[src/hw/rtl/utc_pkg.sv]
// Shared types, codes and constants of the Unicode transcoder.
package utc_pkg;

    // Width of a unit, code point or result value
    localparam int UNIT_W = 21;

    // Default depth of the queue between front and back
    localparam int QUEUE_DEPTH_DEF = 4;

    // Mode register codes
    localparam logic [1:0] MODE_UTF8_DEC  = 2'd0;
    localparam logic [1:0] MODE_UTF16_DEC = 2'd1;
    localparam logic [1:0] MODE_UTF8_ENC  = 2'd2;
    localparam logic [1:0] MODE_UTF16_ENC = 2'd3;

    // Queue entry commands for the back end
    localparam logic [1:0] CMD_PASS  = 2'd0;  // one result, value as is
    localparam logic [1:0] CMD_ERR   = 2'd1;  // one error result
    localparam logic [1:0] CMD_UTF8  = 2'd2;  // emit UTF-8 bytes of a code point
    localparam logic [1:0] CMD_UTF16 = 2'd3;  // emit surrogate pair, value is cp - 0x10000

    // Code point limits
    localparam logic [UNIT_W-1:0] CP_MAX     = 21'h10FFFF;
    localparam logic [UNIT_W-1:0] CP_1BYTE   = 21'h00007F;
    localparam logic [UNIT_W-1:0] CP_2BYTE   = 21'h0007FF;
    localparam logic [UNIT_W-1:0] CP_BMP     = 21'h00FFFF;
    localparam logic [UNIT_W-1:0] CP_SUPP    = 21'h010000;
    localparam logic [5:0]        HI_SURR    = 6'b110110;
    localparam logic [5:0]        HI_SURR_OUT = 6'b110110;
    localparam logic [5:0]        LO_SURR_OUT = 6'b110111;

    // One decoded or classified item waiting for the back end
    typedef struct packed {
        logic [1:0]        cmd;
        logic [1:0]        last_idx;  // number of results minus one
        logic [UNIT_W-1:0] value;
    } t_entry;

endpackage

[src/hw/rtl/utc_if.sv]
// Valid/ready channel interfaces for the transcoder input and result streams.
interface utc_in_if;
    import utc_pkg::*;

    logic              valid;
    logic              ready;
    logic [UNIT_W-1:0] unit_value;

    modport source (output valid, output unit_value, input ready);
    modport sink   (input valid, input unit_value, output ready);
endinterface

interface utc_out_if;
    import utc_pkg::*;

    logic              valid;
    logic              ready;
    logic [UNIT_W-1:0] out_value;
    logic              last_of_run;
    logic              error_flag;

    modport source (output valid, output out_value, output last_of_run,
                    output error_flag, input ready);
    modport sink   (input valid, input out_value, input last_of_run,
                    input error_flag, output ready);
endinterface

[src/hw/rtl/utc_front.sv]
// Front end: accepts items, runs the decode state and classifies each item.
module utc_front (
    input  logic            i_clk,
    input  logic            i_rst_n,
    input  logic            i_cfg_wr_en,
    input  logic [1:0]      i_cfg_wr_data,
    utc_in_if.sink          i_in,
    input  logic            i_full,
    output logic            o_push,
    output utc_pkg::t_entry o_entry
);
    import utc_pkg::*;

    logic [1:0]        r_mode;
    logic [1:0]        r_exp;
    logic [UNIT_W-1:0] r_part;
    logic [1:0]        n_exp;
    logic [UNIT_W-1:0] n_part;
    logic              w_acc;
    logic              w_res;
    logic [7:0]        w_byte;
    logic [15:0]       w_unit;
    logic [UNIT_W-1:0] w_cp;

    assign i_in.ready = !i_full;
    assign w_acc      = i_in.valid && !i_full;
    assign w_cp       = i_in.unit_value;
    assign w_byte     = w_cp[7:0];
    assign w_unit     = w_cp[15:0];
    assign o_push     = w_acc && w_res;

    // Classify the item and compute the next decode state
    always_comb begin
        n_exp          = r_exp;
        n_part         = r_part;
        w_res          = 1'b0;
        o_entry.cmd      = CMD_PASS;
        o_entry.last_idx = 2'd0;
        o_entry.value    = '0;
        case (r_mode)
            MODE_UTF8_DEC: begin
                if (r_exp != 2'd0) begin
                    // continuation byte, taken without a check
                    n_part = {r_part[UNIT_W-7:0], w_byte[5:0]};
                    n_exp  = r_exp - 2'd1;
                    if (r_exp == 2'd1) begin
                        w_res         = 1'b1;
                        o_entry.value = n_part;
                    end
                end else if (!w_byte[7]) begin
                    w_res         = 1'b1;
                    o_entry.value = UNIT_W'(w_byte);
                end else if (w_byte[7:5] == 3'b110) begin
                    n_part = UNIT_W'(w_byte[4:0]);
                    n_exp  = 2'd1;
                end else if (w_byte[7:4] == 4'b1110) begin
                    n_part = UNIT_W'(w_byte[3:0]);
                    n_exp  = 2'd2;
                end else if (w_byte[7:3] == 5'b11110) begin
                    n_part = UNIT_W'(w_byte[2:0]);
                    n_exp  = 2'd3;
                end else begin
                    // stray continuation or 11111xxx lead
                    w_res       = 1'b1;
                    o_entry.cmd = CMD_ERR;
                end
            end
            MODE_UTF16_DEC: begin
                if (r_exp != 2'd0) begin
                    // second unit: only its low 10 bits join in
                    w_res         = 1'b1;
                    o_entry.value = (r_part | UNIT_W'(w_unit[9:0])) + CP_SUPP;
                    n_exp         = 2'd0;
                    n_part        = '0;
                end else if (w_unit[15:10] == HI_SURR) begin
                    n_part = UNIT_W'({w_unit[9:0], 10'd0});
                    n_exp  = 2'd1;
                end else begin
                    w_res         = 1'b1;
                    o_entry.value = UNIT_W'(w_unit);
                end
            end
            MODE_UTF8_ENC: begin
                w_res         = 1'b1;
                o_entry.cmd   = CMD_UTF8;
                o_entry.value = w_cp;
                if (w_cp <= CP_1BYTE) begin
                    o_entry.last_idx = 2'd0;
                end else if (w_cp <= CP_2BYTE) begin
                    o_entry.last_idx = 2'd1;
                end else if (w_cp <= CP_BMP) begin
                    o_entry.last_idx = 2'd2;
                end else if (w_cp <= CP_MAX) begin
                    o_entry.last_idx = 2'd3;
                end else begin
                    o_entry.cmd   = CMD_ERR;
                    o_entry.value = '0;
                end
            end
            default: begin
                w_res = 1'b1;
                if (w_cp <= CP_BMP) begin
                    o_entry.value = w_cp;
                end else if (w_cp <= CP_MAX) begin
                    o_entry.cmd      = CMD_UTF16;
                    o_entry.last_idx = 2'd1;
                    o_entry.value    = w_cp - CP_SUPP;
                end else begin
                    o_entry.cmd = CMD_ERR;
                end
            end
        endcase
    end

    // Mode and decode state; a mode write restarts decoding
    always_ff @(posedge i_clk) begin
        if (!i_rst_n) begin
            r_mode <= MODE_UTF8_DEC;
            r_exp  <= 2'd0;
            r_part <= '0;
        end else if (i_cfg_wr_en) begin
            r_mode <= i_cfg_wr_data;
            r_exp  <= 2'd0;
            r_part <= '0;
        end else if (w_acc) begin
            r_exp  <= n_exp;
            r_part <= n_part;
        end
    end

endmodule

[src/hw/rtl/utc_queue.sv]
// Small register queue that decouples the front end from the back end.
module utc_queue #(
    parameter int QUEUE_DEPTH = utc_pkg::QUEUE_DEPTH_DEF
) (
    input  logic            i_clk,
    input  logic            i_rst_n,
    input  logic            i_push,
    input  utc_pkg::t_entry i_entry,
    input  logic            i_pop,
    output logic            o_full,
    output logic            o_empty,
    output utc_pkg::t_entry o_head
);
    import utc_pkg::*;

    localparam int PTR_W = (QUEUE_DEPTH > 1) ? $clog2(QUEUE_DEPTH) : 1;
    localparam int CNT_W = $clog2(QUEUE_DEPTH + 1);

    t_entry           r_mem [QUEUE_DEPTH];
    logic [PTR_W-1:0] r_wr_ptr;
    logic [PTR_W-1:0] r_rd_ptr;
    logic [CNT_W-1:0] r_count;
    logic             w_push;
    logic             w_pop;

    assign o_full  = (r_count == CNT_W'(QUEUE_DEPTH));
    assign o_empty = (r_count == '0);
    assign o_head  = r_mem[r_rd_ptr];
    assign w_push  = i_push && !o_full;
    assign w_pop   = i_pop && !o_empty;

    // Pointers and fill count
    always_ff @(posedge i_clk) begin
        if (!i_rst_n) begin
            r_wr_ptr <= '0;
            r_rd_ptr <= '0;
            r_count  <= '0;
        end else begin
            if (w_push) begin
                r_wr_ptr <= (r_wr_ptr == PTR_W'(QUEUE_DEPTH - 1)) ? '0 : r_wr_ptr + 1'b1;
            end
            if (w_pop) begin
                r_rd_ptr <= (r_rd_ptr == PTR_W'(QUEUE_DEPTH - 1)) ? '0 : r_rd_ptr + 1'b1;
            end
            if (w_push && !w_pop) begin
                r_count <= r_count + 1'b1;
            end else if (w_pop && !w_push) begin
                r_count <= r_count - 1'b1;
            end
        end
    end

    // Entry storage
    always_ff @(posedge i_clk) begin
        if (w_push) begin
            r_mem[r_wr_ptr] <= i_entry;
        end
    end

endmodule

[src/hw/rtl/utc_back.sv]
// Back end: expands entries into results in an output register, one per unstalled cycle
module utc_back (
    input  logic            i_clk,
    input  logic            i_rst_n,
    input  logic            i_empty,
    input  utc_pkg::t_entry i_head,
    output logic            o_pop,
    utc_out_if.source       o_out
);
    import utc_pkg::*;

    logic              r_valid;
    logic [1:0]        r_idx;
    logic [UNIT_W-1:0] r_value;
    logic              r_last;
    logic              r_err;
    logic              w_load;
    logic              w_take;
    logic              w_last;
    logic [1:0]        w_rem;
    logic [5:0]        w_six;
    logic [7:0]        w_lead;
    logic [UNIT_W-1:0] w_value;

    assign w_load = !r_valid || o_out.ready;
    assign w_take = w_load && !i_empty;
    assign w_last = (r_idx == i_head.last_idx);
    assign o_pop  = w_take && w_last;
    assign w_rem  = i_head.last_idx - r_idx;

    // Six-bit group and lead byte for the UTF-8 byte still to come
    always_comb begin
        case (w_rem)
            2'd0: begin
                w_six  = i_head.value[5:0];
                w_lead = i_head.value[7:0];
            end
            2'd1: begin
                w_six  = i_head.value[11:6];
                w_lead = {3'b110, i_head.value[10:6]};
            end
            2'd2: begin
                w_six  = i_head.value[17:12];
                w_lead = {4'b1110, i_head.value[15:12]};
            end
            default: begin
                w_six  = {3'd0, i_head.value[20:18]};
                w_lead = {5'b11110, i_head.value[20:18]};
            end
        endcase
    end

    // Result value for the current index of the head entry
    always_comb begin
        case (i_head.cmd)
            CMD_PASS:  w_value = i_head.value;
            CMD_ERR:   w_value = '0;
            CMD_UTF8: begin
                if (r_idx == 2'd0) begin
                    w_value = UNIT_W'(w_lead);
                end else begin
                    w_value = UNIT_W'({2'b10, w_six});
                end
            end
            default: begin
                if (r_idx == 2'd0) begin
                    w_value = UNIT_W'({HI_SURR_OUT, i_head.value[19:10]});
                end else begin
                    w_value = UNIT_W'({LO_SURR_OUT, i_head.value[9:0]});
                end
            end
        endcase
    end

    // Output valid and index within the head entry
    always_ff @(posedge i_clk) begin
        if (!i_rst_n) begin
            r_valid <= 1'b0;
            r_idx   <= 2'd0;
        end else if (w_load) begin
            r_valid <= !i_empty;
            if (w_take) begin
                r_idx <= w_last ? 2'd0 : r_idx + 2'd1;
            end
        end
    end

    // Output payload
    always_ff @(posedge i_clk) begin
        if (w_take) begin
            r_value <= w_value;
            r_last  <= w_last;
            r_err   <= (i_head.cmd == CMD_ERR);
        end
    end

    assign o_out.valid       = r_valid;
    assign o_out.out_value   = r_value;
    assign o_out.last_of_run = r_last;
    assign o_out.error_flag  = r_err;

endmodule

[src/hw/rtl/unicode_transcoder.sv]
// Top level of the streaming UTF-8 / UTF-16 / code point transcoder.
// The front end takes one item per cycle whenever the entry queue has room: it updates the
// decode state, classifies the item and queues at most one entry for it. The back end
// turns each entry into one to four results and delivers one result per cycle, while the
// output is not stalled, through an output register; the one-result-per-cycle back end
// sets the sustained rate. An item's entry is written into the queue when the item is
// accepted, and its first result is then loaded from the queue head into the output
// register, from which it can be taken. The queue holds QUEUE_DEPTH entries, which
// lets the input keep flowing while a multi-byte result is still being emitted or the
// output is stalled. The user must write the mode register only while the block is
// empty; the block itself does not enforce this. Each write restarts decoding.
module unicode_transcoder #(
    parameter int QUEUE_DEPTH = utc_pkg::QUEUE_DEPTH_DEF
) (
    input  logic       i_clk,
    input  logic       i_rst_n,
    input  logic       i_cfg_wr_en,
    input  logic [1:0] i_cfg_wr_data,
    utc_in_if.sink     i_in,
    utc_out_if.source  o_out
);
    import utc_pkg::*;

    logic   w_push;
    logic   w_pop;
    logic   w_full;
    logic   w_empty;
    t_entry w_entry;
    t_entry w_head;

    utc_front u_front (
        .i_clk         (i_clk),
        .i_rst_n       (i_rst_n),
        .i_cfg_wr_en   (i_cfg_wr_en),
        .i_cfg_wr_data (i_cfg_wr_data),
        .i_in          (i_in),
        .i_full        (w_full),
        .o_push        (w_push),
        .o_entry       (w_entry)
    );

    utc_queue #(
        .QUEUE_DEPTH (QUEUE_DEPTH)
    ) u_queue (
        .i_clk   (i_clk),
        .i_rst_n (i_rst_n),
        .i_push  (w_push),
        .i_entry (w_entry),
        .i_pop   (w_pop),
        .o_full  (w_full),
        .o_empty (w_empty),
        .o_head  (w_head)
    );

    utc_back u_back (
        .i_clk   (i_clk),
        .i_rst_n (i_rst_n),
        .i_empty (w_empty),
        .i_head  (w_head),
        .o_pop   (w_pop),
        .o_out   (o_out)
    );

endmodule

[src/flat_wrapper.sv]
// flat-port wrapper written by rule: the top's interface ports become plain ports
module unicode_transcoder_flat import utc_pkg::*;
#(
    parameter int QUEUE_DEPTH = utc_pkg::QUEUE_DEPTH_DEF
)
  (i_clk, i_rst_n, i_cfg_wr_en, i_cfg_wr_data, i_in_valid, i_in_unit_value, i_in_ready, o_out_valid, o_out_out_value, o_out_last_of_run, o_out_error_flag, o_out_ready);
  utc_in_if i_in_i ();
  utc_out_if o_out_i ();
  input  logic i_clk;
  input  logic i_rst_n;
  input  logic i_cfg_wr_en;
  input  logic [1:0] i_cfg_wr_data;
  input wire logic [$bits(i_in_i.valid)-1:0] i_in_valid;
  input wire logic [$bits(i_in_i.unit_value)-1:0] i_in_unit_value;
  output wire logic [$bits(i_in_i.ready)-1:0] i_in_ready;
  output wire logic [$bits(o_out_i.valid)-1:0] o_out_valid;
  output wire logic [$bits(o_out_i.out_value)-1:0] o_out_out_value;
  output wire logic [$bits(o_out_i.last_of_run)-1:0] o_out_last_of_run;
  output wire logic [$bits(o_out_i.error_flag)-1:0] o_out_error_flag;
  input wire logic [$bits(o_out_i.ready)-1:0] o_out_ready;
  assign i_in_i.valid = i_in_valid;
  assign i_in_i.unit_value = i_in_unit_value;
  assign i_in_ready = i_in_i.ready;
  assign o_out_valid = o_out_i.valid;
  assign o_out_out_value = o_out_i.out_value;
  assign o_out_last_of_run = o_out_i.last_of_run;
  assign o_out_error_flag = o_out_i.error_flag;
  assign o_out_i.ready = o_out_ready;
  unicode_transcoder #(.QUEUE_DEPTH(QUEUE_DEPTH)) u_core (.i_clk(i_clk), .i_rst_n(i_rst_n), .i_cfg_wr_en(i_cfg_wr_en), .i_cfg_wr_data(i_cfg_wr_data), .i_in(i_in_i), .o_out(o_out_i));
endmodule
[config.mk]
export PLATFORM = sky130hd
export DESIGN_NAME = unicode_transcoder_flat
export DESIGN_NICKNAME = d
export VERILOG_FILES = /design/src/hw/rtl/utc_pkg.sv /design/src/hw/rtl/utc_if.sv /design/src/hw/rtl/utc_front.sv /design/src/hw/rtl/utc_queue.sv /design/src/hw/rtl/utc_back.sv /design/src/hw/rtl/unicode_transcoder.sv /design/src/flat_wrapper.sv
export SDC_FILE = /design/constraint.sdc
export NUM_CORES = 1
export LEC_CHECK = 0
export BUFFER_PORTS_ARGS = -buffer_cell sky130_fd_sc_hd__buf_2
export CORE_MARGIN = 2
export CORE_UTILIZATION = 47
export CTS_CLUSTER_SIZE = 14
export DETAILED_ROUTE_END_ITERATION = 10
export PLACE_DENSITY = 0.72
export SYNTH_ARGS = -nofsm -noshare
export SYNTH_HDL_FRONTEND = slang
export SYNTH_SLANG_ARGS = --single-unit
[constraint.sdc]
create_clock -name i_clk -period 2.97 [get_ports i_clk]
set_input_delay 0 -clock i_clk [delete_from_list [all_inputs] [get_ports i_clk]]
set_output_delay 0 -clock i_clk [all_outputs]
set_load 0.005 [all_outputs]
==> impl_metrics.py <==
metrics = {
    "worst_setup_path": {
        "worstSetupEndpointType": "flip-flop",
        "crit_fanout": 4,
        "cp_data_required_time_ns": 3.32,
        "path_buf_inv": 2,
        "crit_chain": "mux4_2, inv_1, ha_1, and2_4, nand2_2, ha_4, inv_1, fa_1, xor2_1, or3_1, a21boi_0",
        "path_class": "reg -> reg",
        "crit_top_cell": "inv_1",
        "cpPeakStageDelay_ns": 0.49,
        "path_delay_family": "adder cells",
        "crit_arrival_ns": 3.14,
        "startpoint_type": "flip-flop",
        "cp_slowest_cell": "mux4_2",
    },
    "floorplan": {
        "rows": 46,
        "initial_core_util_pct": 47.9,
        "die_area_sq_mm": 0.0172,
        "core_area_sq_mm": 0.0158,
        "ios": 53,
        "die_height_um": 131,
        "die_w_um": 131,
    },
    "timing": {
        "finalSetupViolCount": 0,
        "fmax_mhz": 358,
        "fin_crit_sh_pct": 94.0,
        "min_period_ns": 2.79,
        "rsz0062_at_grt": "false",
        "slew_viol_final": 0,
        "tightest_slew_ns": 1.05,
        "hold_violations": 0,
        "clock_skew_ns": 0.0107,
        "setup_tns_ns": 0,
        "slew_headroom_pct": 29.5,
    },
    "logic_synthesis": {
        "ys_types": 68,
        "synth_xor_area_share_pct": 1.04,
        "synth-seq-cells": 160,
        "yosysWarnings": 0,
        "synth_edf_count": 123,
        "muxShareOfSynthArea_pct": 8.49,
        "syn_nets": 654,
        "ys_seq_area_share_pct": 58.5,
        "synth_async_sr_flop_share_pct": 0,
        "yosys_most_used_dff": "edfxtp_1",
        "avgSynthCellArea_sq_um": 12.5,
        "synthAdderAreaFrac_pct": 3.55,
        "netlist_instances": 606,
        "synth_top_family_by_area": "simple AND/OR/NAND/NOR gates",
        "synth.cell_area_sq_mm": 0.00758,
        "synth-compound-area-share_pct": 12.1,
        "synth-simple-area-share_pct": 13.5,
    },
    "cells_and_area": {
        "multi_input_area_sq_mm": 0.00296,
        "seq_area_sq_mm": 0.00444,
        "drive_above_1_share_pct": 21.0,
        "nFillCells": 1279,
        "layout_commonest_cell": "edfxtp_1",
        "area.growth.synth_to_final_pct": 18.4,
        "antenna_cells": 0,
        "nets": 732,
        "final_cell_mix": "edfxtp_1 (123), nand2_1 (66), buf_2 (52), nor2_1 (41), dfxtp_1 (36)",
    },
    "placement": {
        "dp_hpwl_mm": 12.4,
        "gp_congestion": 0.918,
        "port_buffers": 52,
    },
    "power_and_ir_drop": {
        "ir_drop_mv": 0.559,
        "seq_power_share_pct": 38.2,
        "p_int_mw": 5.53,
        "power.density_mw_per_mm2": 892,
        "switchingPower_mw": 2.47,
        "power.clock.fraction_pct": 29.1,
        "power_frac_comb_pct": 32.7,
        "power.total_mw": 8.00,
        "swShare_pct": 30.9,
        "leakagePower_nw": 3.29,
    },
    "clocking": {
        "clockRootBuffer": "clkbuf_16",
        "path_clk_slew_ns": 0.06,
        "worstSkewPairLatency_ns": 0.43,
        "cts_made_buffers": 17,
        "cts_buffer_depth": 2,
        "cts_tree": "done",
        "htree_levels": 4,
        "cts_setup_buffers": 0,
        "cts_sinks": 160,
    },
    "global_route": {
        "track_usage_pct": 21.6,
        "antenna_found_initial": 0,
        "grt.overflow.total": 0,
        "first_global_vias": 5208,
        "grt_max_degree": 26,
        "grt_pass1_wl_mm": 27.8,
    },
    "route": {
        "via_per_inst": 5.86,
        "drtAntennaViolNets": 0,
        "drt-wirelength-per-cell_um": 19.4,
        "drc": 0,
        "postRouteWirelength_mm": 17.7,
        "drtIter0Drc": 468,
        "vias": 5347,
        "first_pass_iters": 5,
    },
    "hold_path": {
        "min_path_type": "in -> reg",
    },
    "job": {
        "maxCapViolCount": 0,
    },
    "run_status": {
        "status": "finished clean",
    },
}
## sequential cells by signal, indices dropped and copies added, names as in the netlist, 3 cells and up, named ones only
name,cells
u_core.u_queue.r_mem,100
u_core.u_queue.r_count,3
u_core.u_front.r_part,21
u_core.u_back.o_out.out_value,21
## final timing paths
path / endpoint / from / cells after the start / slack, ns
max reg2reg: u_core.u_queue.r_count[2] / flip-flop / 11 / 0.18
min: u_core.u_queue.r_mem[0][15] / i_in_unit_value[15] / 2 / 0.05
min reg2reg: u_core.u_front.r_part[20] / u_core.u_front.r_part[20] / 2 / 0.47
max: u_core.u_queue.r_count[2] / flip-flop / 11 / 0.18
## layout make-up
| type | instances | share of cell area [%] |
|---|---|---|
| clock buffer | 20 | 4.87 |
| timing repair buffer | 92 | 6.75 |
| clock inverter | 11 | 2.09 |
| sequential | 160 | 49.4 |
| tap | 216 | 3.01 |
| multi-input combinational | 393 | 33.0 |
| inverter | 20 | 0.836 |
## worst reg2reg max path, delay by kind of cell, from the launching register on
kind / cells / cell delay [ns]
AND/OR/NAND/NOR: 3 / 0.57
flip-flops: 1 / 0.36
buffers and inverters: 2 / 0.12
adder cells (fa/ha/maj): 3 / 0.82
XOR/XNOR: 1 / 0.18
AO/OA/AOI/OAI: 1 / 0.18
multiplexers: 1 / 0.49
## routing by layer
layer,up-vias,GRT usage [%],wire [um]
met5,-,0,0
met4,0,6.88,296
met3,26,5.17,1020
met2,201,36.3,8970
met1,2648,27.7,7390
li1,2472,-,-
## cell usage after synthesis, types with 3 or more instances
cell | n | area (sq um)
a21boi_0 | 3 | 22.5
a21o_1 | 7 | 52.6
a21oi_1 | 32 | 160
a221o_1 | 7 | 70.1
a221oi_1 | 10 | 87.6
a222oi_1 | 4 | 40.0
a22o_1 | 6 | 52.6
a22oi_1 | 12 | 90.1
a31oi_1 | 5 | 31.3
and2_1 | 15 | 93.8
buf_2 | 6 | 30.0
clkbuf_1 | 25 | 93.8
dfxtp_1 | 37 | 741
edfxtp_1 | 123 | 3690
ha_1 | 19 | 238
inv_1 | 20 | 75.1
mux2i_1 | 8 | 80.1
mux4_2 | 25 | 563
nand2_1 | 66 | 248
nand2b_1 | 5 | 31.3
nand3_1 | 20 | 100
nand4_1 | 3 | 18.8
nor2_1 | 41 | 154
nor2b_1 | 8 | 50.1
nor3_1 | 24 | 120
nor4_1 | 3 | 18.8
o21ai_0 | 16 | 80.1
or3_1 | 3 | 18.8
xnor2_1 | 7 | 61.3
## stage by stage
| stage | instance area, sq um | worst slack (ns) | instances | utilization [%] | hold slack [ns] |
|---|---|---|---|---|---|
| 2_1_floorplan | 7620 | 0.0334 | 606 | - | 0.149 |
| 3_3_place_gp | 8150 | 0.223 | 863 | 51.5 | 0.258 |
| 3_5_place_dp | 8150 | 0.149 | 863 | 51.5 | 0.273 |
| 4_1_cts | 8960 | 0.120 | 912 | 56.6 | 0.0246 |
| 5_1_grt | 8970 | 0.0202 | 912 | 56.7 | 0.0403 |
| 6_report | 8970 | 0.179 | 912 | 56.7 | 0.0501 |
## cell families (layout without fill, tap and decap cells)
| family | Yosys count | after routing |
|---|---|---|
| adders and majority gates | 21 | 21 |
| and+or+nand+nor | 205 | 205 |
| buffers and inverters | 53 | 143 |
| DFF | 160 | 160 |
| AOI/OAI and AO/OA | 125 | 125 |
| muxes | 33 | 33 |
| xor gates and xnor gates | 9 | 9 |
## power by group through the flow
stage                     combinational, mW  clock, mW  sequential, mW
after floorplan                        1.79          0            3.09
after global placement                 2.53          0            3.08
after detailed placement               2.57          0            3.10
after CTS                              2.61       2.36            3.06
after global routing                   2.92       2.45            3.10
final                                  2.62       2.33            3.05
## repair_timing
item | CTS | global route
resized for setup | 0 | 3
hold buffers | 18 | 0
hold endpoints to repair | 26 | 0
setup endpoints to repair | 0 | 3
No activity file was read; power rests on OpenSTA's default activity.
